### src/hw/rtl/lcct_pkg.sv
// Shared types and constants of the LRU chunk cache tag block.
`timescale 1ns / 1ps

package lcct_pkg;

   localparam int KEY_W  = 32;
   localparam int SLOT_W = 4;
   localparam int CNT_W  = 32;
   localparam int OCC_W  = 5;

   localparam logic [CNT_W-1:0] CNT_MAX = {CNT_W{1'b1}};

   typedef enum logic {
      OP_LOOKUP = 1'b0,
      OP_CLEAR  = 1'b1
   } op_type;

   typedef enum logic [1:0] {
      ST_IDLE,
      ST_SCAN,
      ST_AGE,
      ST_COMMIT
   } state_type;

   // controller -> datapath
   typedef struct packed {
      logic take;    // request channel ready
      logic scan;    // tag sweep step
      logic age;     // rank sweep step
      logic commit;  // apply the update and load the result word
   } cmd_type;

   // datapath -> controller
   typedef struct packed {
      logic req_valid;
      logic req_clear;
      logic sweep_done;
      logic out_free;
   } status_type;

endpackage

### src/hw/rtl/lcct_if.sv
// Request and response channel interfaces of the LRU chunk cache tag block.
`timescale 1ns / 1ps

interface lcct_req_if;
   logic                       valid;
   logic                       ready;
   logic                       operation;
   logic [lcct_pkg::KEY_W-1:0] chunk_key;

   modport source (output valid, output operation, output chunk_key, input ready);
   modport sink   (input valid, input operation, input chunk_key, output ready);
endinterface

interface lcct_rsp_if;
   logic                        valid;
   logic                        ready;
   logic                        hit;
   logic                        evicted;
   logic [lcct_pkg::KEY_W-1:0]  evicted_key;
   logic [lcct_pkg::SLOT_W-1:0] slot;
   logic [lcct_pkg::CNT_W-1:0]  hit_count;
   logic [lcct_pkg::CNT_W-1:0]  miss_count;
   logic [lcct_pkg::OCC_W-1:0]  occupancy;

   modport source (output valid, output hit, output evicted, output evicted_key,
                   output slot, output hit_count, output miss_count,
                   output occupancy, input ready);
   modport sink   (input valid, input hit, input evicted, input evicted_key,
                   input slot, input hit_count, input miss_count,
                   input occupancy, output ready);
endinterface

### src/hw/rtl/lcct_ctrl.sv
// Sequencer of the LRU chunk cache tag block: accept, tag sweep, rank sweep, commit (a clear skips the sweeps).
`timescale 1ns / 1ps

module lcct_ctrl (
   input  logic                 clock,
   input  logic                 reset,
   input  lcct_pkg::status_type status,
   output lcct_pkg::cmd_type    cmd
);

   lcct_pkg::state_type state_ff, state_in;

   always_ff @(posedge clock) begin
      if (reset) begin
         state_ff <= lcct_pkg::ST_IDLE;
      end else begin
         state_ff <= state_in;
      end
   end

   always_comb begin
      state_in = state_ff;
      cmd      = '0;
      unique case (state_ff)
         lcct_pkg::ST_IDLE: begin
            cmd.take = 1'b1;
            if (status.req_valid) begin
               state_in = status.req_clear ? lcct_pkg::ST_COMMIT : lcct_pkg::ST_SCAN;
            end
         end
         lcct_pkg::ST_SCAN: begin
            cmd.scan = 1'b1;
            if (status.sweep_done) begin
               state_in = lcct_pkg::ST_AGE;
            end
         end
         lcct_pkg::ST_AGE: begin
            cmd.age = 1'b1;
            if (status.sweep_done) begin
               state_in = lcct_pkg::ST_COMMIT;
            end
         end
         lcct_pkg::ST_COMMIT: begin
            // wait for room in the output register
            if (status.out_free) begin
               cmd.commit = 1'b1;
               state_in   = lcct_pkg::ST_IDLE;
            end
         end
         default: begin
            state_in = lcct_pkg::ST_IDLE;
         end
      endcase
   end

endmodule

### src/hw/rtl/lcct_dpath.sv
// Datapath of the LRU chunk cache tag block: tag and rank memories, sweeps, counters.
`timescale 1ns / 1ps

module lcct_dpath #(
   parameter int ENTRIES  = 16,
   parameter int KEY_BITS = 32
) (
   input  logic                 clock,
   input  logic                 reset,
   input  lcct_pkg::cmd_type    cmd,
   output lcct_pkg::status_type status,
   lcct_req_if.sink             req,
   lcct_rsp_if.source           rsp
);

   localparam int IDXW = (ENTRIES > 1) ? $clog2(ENTRIES) : 1;
   localparam int RW   = IDXW;
   localparam int LIMW = RW + 1;
   localparam int OCCW = $clog2(ENTRIES + 1);
   localparam logic [IDXW-1:0] LAST_IDX = IDXW'(ENTRIES - 1);
   localparam logic [RW-1:0]   OLDEST   = RW'(ENTRIES - 1);
   localparam logic [LIMW-1:0] LIM_ALL  = LIMW'(ENTRIES);
   localparam int CW = lcct_pkg::CNT_W;

   // storage
   logic [KEY_BITS-1:0] key_mem  [ENTRIES];
   logic [RW-1:0]       rank_mem [ENTRIES];
   logic [KEY_BITS-1:0] key_rd_ff;
   logic [RW-1:0]       rank_rd_ff;

   // control state
   logic [ENTRIES-1:0] valid_ff, valid_in;
   logic [IDXW-1:0]    idx_ff, idx_in;
   logic               pend_ff, pend_in;
   logic [IDXW-1:0]    pidx_ff, pidx_in;
   logic [CW-1:0]      hits_ff, hits_in;
   logic [CW-1:0]      misses_ff, misses_in;
   logic [OCCW-1:0]    occ_ff, occ_in;
   logic               out_valid_ff, out_valid_in;

   // captured request and sweep results
   logic                op_ff, op_in;
   logic [KEY_BITS-1:0] key_ff, key_in;
   logic                found_ff, found_in;
   logic [IDXW-1:0]     hit_slot_ff, hit_slot_in;
   logic [RW-1:0]       hit_rank_ff, hit_rank_in;
   logic                free_ff, free_in;
   logic [IDXW-1:0]     free_slot_ff, free_slot_in;
   logic [IDXW-1:0]     victim_slot_ff, victim_slot_in;
   logic [KEY_BITS-1:0] victim_key_ff, victim_key_in;

   // result word register
   logic                        out_hit_ff;
   logic                        out_evicted_ff;
   logic [lcct_pkg::KEY_W-1:0]  out_evkey_ff;
   logic [lcct_pkg::SLOT_W-1:0] out_slot_ff;
   logic [CW-1:0]               out_hits_ff;
   logic [CW-1:0]               out_misses_ff;
   logic [lcct_pkg::OCC_W-1:0]  out_occ_ff;

   logic                accept;
   logic                sweep;
   logic                last_seen;
   logic                rd_en;
   logic                ent_valid;
   logic [IDXW-1:0]     target;
   logic [LIMW-1:0]     limit;
   logic                age_wr;
   logic                commit_lookup;
   logic                commit_clear;
   logic                rank_we;
   logic [IDXW-1:0]     rank_waddr;
   logic [RW-1:0]       rank_wdata;
   logic                key_we;

   assign accept    = cmd.take && req.valid;
   assign sweep     = cmd.scan || cmd.age;
   assign last_seen = pend_ff && (pidx_ff == LAST_IDX);
   assign rd_en     = sweep && !last_seen;
   assign ent_valid = valid_ff[pidx_ff];

   assign commit_lookup = cmd.commit && (op_ff == lcct_pkg::OP_LOOKUP);
   assign commit_clear  = cmd.commit && (op_ff == lcct_pkg::OP_CLEAR);

   // hit slot, else lowest free slot, else the oldest entry
   assign target = found_ff ? hit_slot_ff : (free_ff ? free_slot_ff : victim_slot_ff);
   assign limit  = found_ff ? {1'b0, hit_rank_ff} : (free_ff ? LIM_ALL : {1'b0, OLDEST});

   assign age_wr = cmd.age && pend_ff && ent_valid && ({1'b0, rank_rd_ff} < limit);

   assign rank_we    = age_wr || commit_lookup;
   assign rank_waddr = age_wr ? pidx_ff : target;
   assign rank_wdata = age_wr ? RW'(rank_rd_ff + 1'b1) : '0;
   assign key_we     = commit_lookup && !found_ff;

   assign req.ready = cmd.take;

   assign status.req_valid  = req.valid;
   assign status.req_clear  = (req.operation == lcct_pkg::OP_CLEAR);
   assign status.sweep_done = last_seen;
   assign status.out_free   = !out_valid_ff || rsp.ready;

   // memories: one read and one write port each, registered read
   always_ff @(posedge clock) begin
      if (rd_en) begin
         key_rd_ff  <= key_mem[idx_ff];
         rank_rd_ff <= rank_mem[idx_ff];
      end
      if (key_we) begin
         key_mem[target] <= key_ff;
      end
      if (rank_we) begin
         rank_mem[rank_waddr] <= rank_wdata;
      end
   end

   always_comb begin
      idx_in  = idx_ff;
      pend_in = 1'b0;
      pidx_in = pidx_ff;
      if (accept) begin
         idx_in = '0;
      end else if (sweep) begin
         idx_in  = last_seen ? '0 : IDXW'(idx_ff + 1'b1);
         pend_in = !last_seen;
         pidx_in = idx_ff;
      end
   end

   always_comb begin
      op_in          = op_ff;
      key_in         = key_ff;
      found_in       = found_ff;
      hit_slot_in    = hit_slot_ff;
      hit_rank_in    = hit_rank_ff;
      free_in        = free_ff;
      free_slot_in   = free_slot_ff;
      victim_slot_in = victim_slot_ff;
      victim_key_in  = victim_key_ff;
      if (accept) begin
         op_in    = req.operation;
         key_in   = KEY_BITS'(req.chunk_key);
         found_in = 1'b0;
         free_in  = 1'b0;
      end else if (cmd.scan && pend_ff) begin
         if (ent_valid && !found_ff && (key_rd_ff == key_ff)) begin
            found_in    = 1'b1;
            hit_slot_in = pidx_ff;
            hit_rank_in = rank_rd_ff;
         end
         if (!ent_valid && !free_ff) begin
            free_in      = 1'b1;
            free_slot_in = pidx_ff;
         end
         if (ent_valid && (rank_rd_ff == OLDEST)) begin
            victim_slot_in = pidx_ff;
            victim_key_in  = key_rd_ff;
         end
      end
   end

   always_comb begin
      valid_in  = valid_ff;
      hits_in   = hits_ff;
      misses_in = misses_ff;
      occ_in    = occ_ff;
      if (commit_clear) begin
         valid_in = '0;
         occ_in   = '0;
      end else if (commit_lookup) begin
         valid_in[target] = 1'b1;
         if (found_ff) begin
            if (hits_ff != lcct_pkg::CNT_MAX) begin
               hits_in = hits_ff + 1'b1;
            end
         end else begin
            if (misses_ff != lcct_pkg::CNT_MAX) begin
               misses_in = misses_ff + 1'b1;
            end
            if (free_ff) begin
               occ_in = OCCW'(occ_ff + 1'b1);
            end
         end
      end
   end

   always_comb begin
      if (cmd.commit) begin
         out_valid_in = 1'b1;
      end else if (rsp.ready) begin
         out_valid_in = 1'b0;
      end else begin
         out_valid_in = out_valid_ff;
      end
   end

   always_ff @(posedge clock) begin
      if (reset) begin
         valid_ff     <= '0;
         idx_ff       <= '0;
         pend_ff      <= 1'b0;
         hits_ff      <= '0;
         misses_ff    <= '0;
         occ_ff       <= '0;
         out_valid_ff <= 1'b0;
      end else begin
         valid_ff     <= valid_in;
         idx_ff       <= idx_in;
         pend_ff      <= pend_in;
         hits_ff      <= hits_in;
         misses_ff    <= misses_in;
         occ_ff       <= occ_in;
         out_valid_ff <= out_valid_in;
      end
   end

   always_ff @(posedge clock) begin
      pidx_ff        <= pidx_in;
      op_ff          <= op_in;
      key_ff         <= key_in;
      found_ff       <= found_in;
      hit_slot_ff    <= hit_slot_in;
      hit_rank_ff    <= hit_rank_in;
      free_ff        <= free_in;
      free_slot_ff   <= free_slot_in;
      victim_slot_ff <= victim_slot_in;
      victim_key_ff  <= victim_key_in;
      if (cmd.commit) begin
         out_hit_ff     <= commit_lookup && found_ff;
         out_evicted_ff <= commit_lookup && !found_ff && !free_ff;
         out_evkey_ff   <= (commit_lookup && !found_ff && !free_ff)
                           ? lcct_pkg::KEY_W'(victim_key_ff) : '0;
         out_slot_ff    <= commit_lookup ? lcct_pkg::SLOT_W'(target) : '0;
         out_hits_ff    <= hits_in;
         out_misses_ff  <= misses_in;
         out_occ_ff     <= lcct_pkg::OCC_W'(occ_in);
      end
   end

   assign rsp.valid       = out_valid_ff;
   assign rsp.hit         = out_hit_ff;
   assign rsp.evicted     = out_evicted_ff;
   assign rsp.evicted_key = out_evkey_ff;
   assign rsp.slot        = out_slot_ff;
   assign rsp.hit_count   = out_hits_ff;
   assign rsp.miss_count  = out_misses_ff;
   assign rsp.occupancy   = out_occ_ff;

endmodule

### src/hw/rtl/lru_chunk_cache_tags_core.sv
// Top level of the LRU chunk cache tag block.
`timescale 1ns / 1ps

// Fully associative tag store with least-recently-used replacement over ENTRIES
// slots of KEY_BITS-bit chunk keys (the request key is cut or zero-extended to
// KEY_BITS). A lookup word passes an accept step, a tag sweep, a rank sweep and a
// commit step before the next word is accepted; the result word appears the
// cycle after commit. A clear word goes from its accept step straight to commit.
// Both sweeps are paced by the single read port of the key and rank memories,
// one entry per cycle. The result sits in an output register, so a new request
// is taken while the previous result waits; commit stalls only if that register
// is still full. Slot keys are undefined until written and need no clearing;
// valid bits reset at once, so no clearing pass is needed. Counters saturate at
// all ones and survive a clear.

module lru_chunk_cache_tags_core #(
   parameter int ENTRIES  = 16,
   parameter int KEY_BITS = 32
) (
   input logic        clock,
   input logic        reset,
   lcct_req_if.sink   req_chan,
   lcct_rsp_if.source rsp_chan
);

   lcct_pkg::cmd_type    cmd;
   lcct_pkg::status_type status;

   // sequencer: idle -> tag sweep -> rank sweep -> commit; a clear goes idle -> commit
   lcct_ctrl u_ctrl (
      .clock  (clock),
      .reset  (reset),
      .status (status),
      .cmd    (cmd)
   );

   // tag and rank memories, valid bits, counters, result word register
   lcct_dpath #(
      .ENTRIES  (ENTRIES),
      .KEY_BITS (KEY_BITS)
   ) u_dpath (
      .clock  (clock),
      .reset  (reset),
      .cmd    (cmd),
      .status (status),
      .req    (req_chan),
      .rsp    (rsp_chan)
   );

endmodule

### src/flat_wrapper.sv
// flat-port wrapper written by rule: the top's interface ports become plain ports
module lru_chunk_cache_tags_core_flat 
#(
   parameter int ENTRIES  = 16,
   parameter int KEY_BITS = 32
)
  (clock, reset, req_chan_valid, req_chan_operation, req_chan_chunk_key, req_chan_ready, rsp_chan_valid, rsp_chan_hit, rsp_chan_evicted, rsp_chan_evicted_key, rsp_chan_slot, rsp_chan_hit_count, rsp_chan_miss_count, rsp_chan_occupancy, rsp_chan_ready);
  lcct_req_if req_chan_i ();
  lcct_rsp_if rsp_chan_i ();
  input logic clock;
  input logic reset;
  input wire logic [$bits(req_chan_i.valid)-1:0] req_chan_valid;
  input wire logic [$bits(req_chan_i.operation)-1:0] req_chan_operation;
  input wire logic [$bits(req_chan_i.chunk_key)-1:0] req_chan_chunk_key;
  output wire logic [$bits(req_chan_i.ready)-1:0] req_chan_ready;
  output wire logic [$bits(rsp_chan_i.valid)-1:0] rsp_chan_valid;
  output wire logic [$bits(rsp_chan_i.hit)-1:0] rsp_chan_hit;
  output wire logic [$bits(rsp_chan_i.evicted)-1:0] rsp_chan_evicted;
  output wire logic [$bits(rsp_chan_i.evicted_key)-1:0] rsp_chan_evicted_key;
  output wire logic [$bits(rsp_chan_i.slot)-1:0] rsp_chan_slot;
  output wire logic [$bits(rsp_chan_i.hit_count)-1:0] rsp_chan_hit_count;
  output wire logic [$bits(rsp_chan_i.miss_count)-1:0] rsp_chan_miss_count;
  output wire logic [$bits(rsp_chan_i.occupancy)-1:0] rsp_chan_occupancy;
  input wire logic [$bits(rsp_chan_i.ready)-1:0] rsp_chan_ready;
  assign req_chan_i.valid = req_chan_valid;
  assign req_chan_i.operation = req_chan_operation;
  assign req_chan_i.chunk_key = req_chan_chunk_key;
  assign req_chan_ready = req_chan_i.ready;
  assign rsp_chan_valid = rsp_chan_i.valid;
  assign rsp_chan_hit = rsp_chan_i.hit;
  assign rsp_chan_evicted = rsp_chan_i.evicted;
  assign rsp_chan_evicted_key = rsp_chan_i.evicted_key;
  assign rsp_chan_slot = rsp_chan_i.slot;
  assign rsp_chan_hit_count = rsp_chan_i.hit_count;
  assign rsp_chan_miss_count = rsp_chan_i.miss_count;
  assign rsp_chan_occupancy = rsp_chan_i.occupancy;
  assign rsp_chan_i.ready = rsp_chan_ready;
  lru_chunk_cache_tags_core #(.ENTRIES(ENTRIES), .KEY_BITS(KEY_BITS)) u_core (.clock(clock), .reset(reset), .req_chan(req_chan_i), .rsp_chan(rsp_chan_i));
endmodule
### config.mk
export PLATFORM = sky130hd
export DESIGN_NAME = lru_chunk_cache_tags_core_flat
export DESIGN_NICKNAME = d
export VERILOG_FILES = /design/src/hw/rtl/lcct_pkg.sv /design/src/hw/rtl/lcct_if.sv /design/src/hw/rtl/lcct_ctrl.sv /design/src/hw/rtl/lcct_dpath.sv /design/src/hw/rtl/lru_chunk_cache_tags_core.sv /design/src/flat_wrapper.sv
export SDC_FILE = /design/constraint.sdc
export NUM_CORES = 1
export LEC_CHECK = 0
export BUFFER_PORTS_ARGS = -buffer_cell sky130_fd_sc_hd__buf_2
export CORE_ASPECT_RATIO = 0.5
export CORE_MARGIN = 2
export CORE_UTILIZATION = 60
export CTS_CLUSTER_DIAMETER = 100
export DETAILED_ROUTE_END_ITERATION = 16
export HOLD_SLACK_MARGIN = 0.05
export PLACE_DENSITY = 0.9
export SLEW_MARGIN = 10
export SYNTH_ARGS = -nofsm -noshare
export SYNTH_HDL_FRONTEND = slang
export SYNTH_SLANG_ARGS = --single-unit
### constraint.sdc
create_clock -name clock -period 11.75 [get_ports clock]
set_input_delay 0.5875 -clock clock [delete_from_list [all_inputs] [get_ports clock]]
set_output_delay 0.5875 -clock clock [all_outputs]
set_load 0.01 [all_outputs]
## Yosys cells after proc, flatten, opt, wreduce, memory -nomap -nowiden

Memories as Yosys holds them, arrays and structs flattened. A register that Yosys moved wholly into a read port is not among the register bits.
Index checks and enable logic that the tools add are counted.
Widths: inputs -> output; s select.

- $add $sub $neg: 5
- $mul: 0
- Div/mod/pow operators: 0
- Order comparisons: 4
- Equal/unequal tests: 12
- Shift operators: 0
- Muxes and demuxes: 40
- Bitwise gates (word level): 4
- Reductions and logical operators: 37

Operators with widths:

| operator | number |
|---|---|
| $mux 32 | 8 |
| $add 32x1->32 const B | 2 |
| $ne 32x32->1 const B | 2 |
| $eq 32x32->1 | 1 |
| $mux 5 | 6 |
| $mux 4 | 5 |
| $logic_and 1x1->1 | 17 |
| $or 16x16->16 | 1 |
| $mux 1 | 13 |
| $lt 4x5->1 const B | 2 |
| $mux 2 | 5 |
| $reduce_and 3->1 | 3 |
| $add 4x1->4 const B | 2 |
| $eq 4x4->1 const B | 2 |
| $pmux 2 s4 | 1 |
| $ne 2x2->1 const B | 3 |
| $reduce_and 2->1 | 3 |
| $add 5x1->5 const B | 1 |
| $logic_not 1->1 | 5 |
| $lt 4x5->1 | 1 |
| $bmux 1 s4 | 1 |
| $demux 1 s4 | 1 |
| $eq 2x2->1 const B | 2 |
| $ge 4x1->1 const B | 1 |
| 9 further kinds | 14 |

- Register bits: 287
- Latch bits: 0
- Memory bits (writable): 576
- Memory bits (read-only): 0
- Bits of input ports: 37
- Output and inout bits: 109
- Memories kept: 2

Memories:

| name | depth | bits a word | rd ports | clocked after Yosys merged registers in | wr ports | line | text |
|---|---|---|---|---|---|---|---|
| u_core.u_dpath.key_mem | 16 | 32 | 1 | 1 | 1 | lcct_dpath.sv:26 | `logic [KEY_BITS-1:0] key_mem [ENTRIES];` |
| u_core.u_dpath.rank_mem | 16 | 4 | 1 | 1 | 1 | lcct_dpath.sv:27 | `logic [RW-1:0] rank_mem [ENTRIES];` |

## Longest topological paths before layout

- Depth in word-level cells: 8
- Depth in mapped cells: 10
- Depth with buffers taken out: 7

## Modules after synthesis

Synthesis repeated with hierarchy kept, for this count alone.

- Cells, all modules: 1849
- Area total of the unflattened synthesis: 35087.4 um2

Modules (own cells, without submodules):

| module | times used | cells an instance | area each (um2) | seq. area each (um2) |
|---|---|---|---|---|
| lcct_dpath | 1 | 1830 | 34881.0 | 26004.9 |
| lcct_ctrl | 1 | 19 | 206.4 | 40.0 |

## Worst setup path before layout

OpenSTA, ideal clock, no wires.

- Path kind: register to register
- From: reg u_core.u_ctrl.state_ff[0]
- To: reg u_core.u_dpath.out_slot_ff (netlist bit u_core.u_dpath.rsp.slot[0]) (data pin)
- Setup time: 0.162 ns
- Arrival time: 5.838 ns
- Path slack: 5.750 ns
- Cell stages (with the launch flop): 6
- Path buffers: 0
- Period minus slack after synthesis: 6.000 ns
- Path through: dfxtp_1 > ha_1 > inv_1 > nor2_1 > nand2_1 > nor2_1

- Word-level cells in the longest chain between the ends: 3

Ends and longest elaborated chain:

| what | line | text |
|---|---|---|
| start, declared | lcct_ctrl.sv:11 | `lcct_pkg::state_type state_ff, state_in;` |
| start signal, assigned | lcct_ctrl.sv:15 | `state_ff <= lcct_pkg::ST_IDLE;` |
| start signal, assigned | lcct_ctrl.sv:17 | `state_ff <= state_in;` |
| $eq 2x2->1 | lcct_ctrl.sv:24 | `unique case (state_ff)` |
| $mux 1 | lcct_ctrl.sv:24 |  |
| $logic_and 1x1->1 | lcct_dpath.sv:82 | `assign commit_lookup = cmd.commit && (op_ff == lcct_pkg::OP_LOOKUP);` |
| end signal, assigned | lcct_dpath.sv:233 | `out_slot_ff <= commit_lookup ? lcct_pkg::SLOT_W'(target) : '0;` |
| end, declared | lcct_dpath.sv:56 | `logic [lcct_pkg::SLOT_W-1:0] out_slot_ff;` |

No other way between the ends.
A chain may end at the register's enable or synchronous reset.

## Final worst setup path

- From: reg u_core.u_dpath.found_ff
- To: mem u_core.u_dpath.key_mem[2][7] (enable)

- Word-level cells in the longest chain between the ends: 4

Ends and longest elaborated chain:

| what | line | text |
|---|---|---|
| start, declared | lcct_dpath.sv:44 | `logic found_ff, found_in;` |
| start signal, assigned | lcct_dpath.sv:221 | `found_ff <= found_in;` |
| $logic_not 1->1 | lcct_dpath.sv:94 | `assign key_we = commit_lookup && !found_ff;` |
| $logic_and 1x1->1 | lcct_dpath.sv:94 |  |
| $mux 1 | lcct_dpath.sv:109 | `if (key_we) begin` |
| $mux 1 (not written as such) | lcct_dpath.sv:110 | `key_mem[target] <= key_ff;` |
| end, declared | lcct_dpath.sv:26 |  |

Several ways; a longest one is shown, not always the timed one.

==> metrics.md <==
| Metric | Value |
|---|---|
| Int Power | `5.74 mW` |
| Post-route cell area | `39200 um^2` |
| Maximum clock path buffer count | `3` |
| Post-layout min period | `3.78 ns` |
| Setup Skew | `0.0251 ns` |
| Final Cycle Share | `0.322` |
| Starting Density | `0.609` |
| Buffer and inverter count on the worst path | `3` |
| Clock sinks | `899` |
| Post-CTS Setup Repair Bufs | `0` |
| P_leak | `12.8 nW` |
| CP max stage cell | `nor2_4` |
| Detailed-route via count | `19.2k` |
| Setup ws final | `7.97 ns` |
| Normalized max-slew margin | `0.247` |
| HP Class | `in2reg` |
| Pre-CTS WS | `8.10 ns` |
| Cells along the critical path | `buf_4 > inv_1 > mux2i_1 > nand2b_1 > nand2b_1 > nor2_4 > buf_4` |
| Number of port buffers | `145` |
| Worst skew pair latency | `0.63 ns` |
| Fin nets | `2073` |
| Psw | `2.06 mW` |
| Finished Layout Cells | `2848` |
| CTS resizes | `0` |
| Die ar. | `60500 um^2` |
| Hold WS | `0.139 ns` |
| Slowest cell delay on critical path | `0.68 ns` |
| Max Fclk | `0.265 GHz` |
| Top delay family on crit path | `simple AND/OR/NAND/NOR gates` |
| Warnings, synthesis | `0` |
| Remaining antenna violation count | `0` |
| Crit-path max FO | `24` |
| Overflow left after global routing | `0` |
| Final Max Tran Viols | `0` |
| Peak supply drop | `0.000144 V` |
| CP arrival | `4.06 ns` |
| Sequential area share after synthesis | `0.743` |
| Flop pwr share | `0.528` |
| Die Ht | `175 um` |
| Cells after synthesis | `1854` |
| Largest net degree at the start of global routing | `100` |
| Setup TNS | `0 ns` |
| Core ar. | `57600 um^2` |
| Routed WL per cell | `29.7 um` |
| GRT Util Overall | `0.284` |
| Mapped Area | `35100 um^2` |
| Setup CP Type | `reg2reg` |
| Final GP Congestion | `0.866` |
| Initial antenna violation count | `0` |
| CTS Hold Bufs | `0` |
| Unrepaired setup endpoints after global routing | `false` |
| PwrDens | `199 nW/um^2` |
| Outcome | `finished, final reports clean` |
| Area delta synth->final | `11.8%` |
| Antenna cell count | `0` |
| Starting DRT DRC Count | `2637` |
| H-tree depth | `3` |
| Via/cell ratio | `6.73` |
| Cells after DPL | `2715` |
| Most frequent cells in the layout | `804 x edfxtp_1, 185 x mux4_2, 144 x buf_2` |
| Predominant post-synthesis flop cell | `edfxtp_1` |
| Sw Ratio | `0.264` |
| FP Rows | `62` |
| First-pass GRT wire length | `125 mm` |
| Setup Viol. Count Final | `0` |
| Critical Path Start Type | `flip-flop` |
| DP Area | `36800 um^2` |
| CTS Buf Count | `75` |
| Asr flop ratio synth | `0` |
| Final Util | `0.681` |
| WL final | `84.6 mm` |
| Max-Cap Viols | `0` |
| Actual slew at the worst max-slew pin | `1.13 ns` |
| Register bit total from synthesis | `899` |
| Vias in the first global route | `19.0k` |
| Io pins | `146` |
| Total power | `7.80 mW` |
| Fillers | `3400` |
| Root Driver | `clkbuf_16` |
| Clock share of power | `0.327` |
| Avg Inst Size Synth | `18.9 um^2` |
| Die width | `346 um` |
| Share of cells above drive strength 1 | `0.266` |
| Most common cell after layout, fill and taps aside | `edfxtp_1` |
| Endpoints failing hold | `0` |
| Post-Syn Nets | `1903` |
| Drt first pass iters | `7` |
| Post-synth EDFFs | `804` |
| Post-synth cell types | `57` |
| CP Capture Type | `flip-flop` |
| HPWL after DPL | `45.6 mm` |
| Clock transition at path regs | `0.07 ns` |
| CTS tree | `done` |
| Drt drc | `0` |
| Required time of the critical path | `12.03 ns` |
| Gate power share | `0.145` |
-- cell families after synthesis --
group           count (synthesis)  share of synthesized area
mux                           235                      0.136
xor+xnor                       71                     0.0177
fa+ha+maj                      12                    0.00428
flops                         899                      0.743
compound gates                106                     0.0196
simple gates                  427                     0.0672
buf+inv                       104                     0.0127
-- path summary, 6_finish.rpt --
check                                      end  slack (ns)  cells after the start                   startpoint
setup / recovery  u_core.u_dpath.key_mem[2][7]        7.97                      7      u_core.u_dpath.found_ff
hold / removal        u_core.u_dpath.key_ff[1]        0.14                      1        req_chan_chunk_key[1]
setup reg to reg  u_core.u_dpath.key_mem[2][7]        7.97                      7      u_core.u_dpath.found_ff
hold reg to reg    u_core.u_dpath.valid_ff[14]        0.47                      2  u_core.u_dpath.valid_ff[14]
-- registers in the layout, summed over array words and instances (netlist names), 5 cells and up --
name / flops
u_core.u_dpath.occ_ff: 5
u_core.u_dpath.key_mem: 512
u_core.u_dpath.victim_key_ff: 32
u_core.u_dpath.rsp.occupancy: 5
u_core.u_dpath.rank_mem: 64
u_core.u_dpath.hits_ff: 32
u_core.u_dpath.rsp.miss_count: 32
u_core.u_dpath.rsp.evicted_key: 32
u_core.u_dpath.rsp.hit_count: 32
u_core.u_dpath.key_ff: 32
u_core.u_dpath.valid_ff: 16
u_core.u_dpath.key_rd_ff: 32
u_core.u_dpath.misses_ff: 32
-- routing by layer --
| layer | vias up | part of all wire | GRT usage | routed length (um) |
|---|---|---|---|---|
| met5 | - | 0 | 0 | 0 |
| met3 | 212 | 0.10 | 0.0537 | 8560 |
| met4 | 0 | 0.035 | 0.0999 | 2990 |
| met2 | 1372 | 0.49 | 0.463 | 41500 |
| li1 | 7802 | - | - | - |
| met1 | 9770 | 0.37 | 0.391 | 31500 |
-- cell usage after synthesis, types with 5 or more instances --
master	n	area share
dfxtp_1	95	0.054
inv_1	19	0.0020
and2_1	8	0.0014
and3_1	51	0.0091
mux2_2	29	0.0093
nand4_1	25	0.0045
nand3_1	35	0.0050
edfxtp_1	804	0.69
o21a_1	13	0.0028
nand2_1	66	0.0071
nand2b_1	11	0.0020
nor4_1	21	0.0037
nor3_1	34	0.0049
a21boi_0	5	0.0011
ha_1	12	0.0043
a211oi_1	6	0.0013
xor2_1	59	0.015
o21ai_0	18	0.0026
buf_1	5	0.00054
mux2_4	11	0.0047
or2_2	7	0.0012
clkbuf_1	55	0.0059
and4_1	9	0.0022
xnor2_1	12	0.0030
a21oi_1	35	0.0050
o31ai_1	13	0.0028
mux4_2	185	0.12
or3_1	18	0.0032
nor2_1	70	0.0075
or4_1	13	0.0028
mux2i_1	10	0.0029
buf_2	21	0.0030
nor2b_1	41	0.0073
-- cell type report --
type                       count  area [um^2]  area share
multi-input combinational    851         8710       0.222
tap                          768          961      0.0245
inverter                      19         71.3     0.00182
timing repair buffer         178          976      0.0249
clock buffer                  92         2000      0.0511
sequential                   899        26100       0.664
clock inverter                41          438      0.0112
-- power groups by stage --
stage	registers, mW	logic (mW)	clock network (mW)
6_report	4.12	1.13	2.55
5_1_grt	4.14	1.19	2.68
4_1_cts	4.11	1.14	2.57
3_5_place_dp	4.17	1.10	0
3_3_place_gp	4.14	1.06	0
2_1_floorplan	4.06	0.806	0
Note: power is estimated with default switching activity, not from simulation.
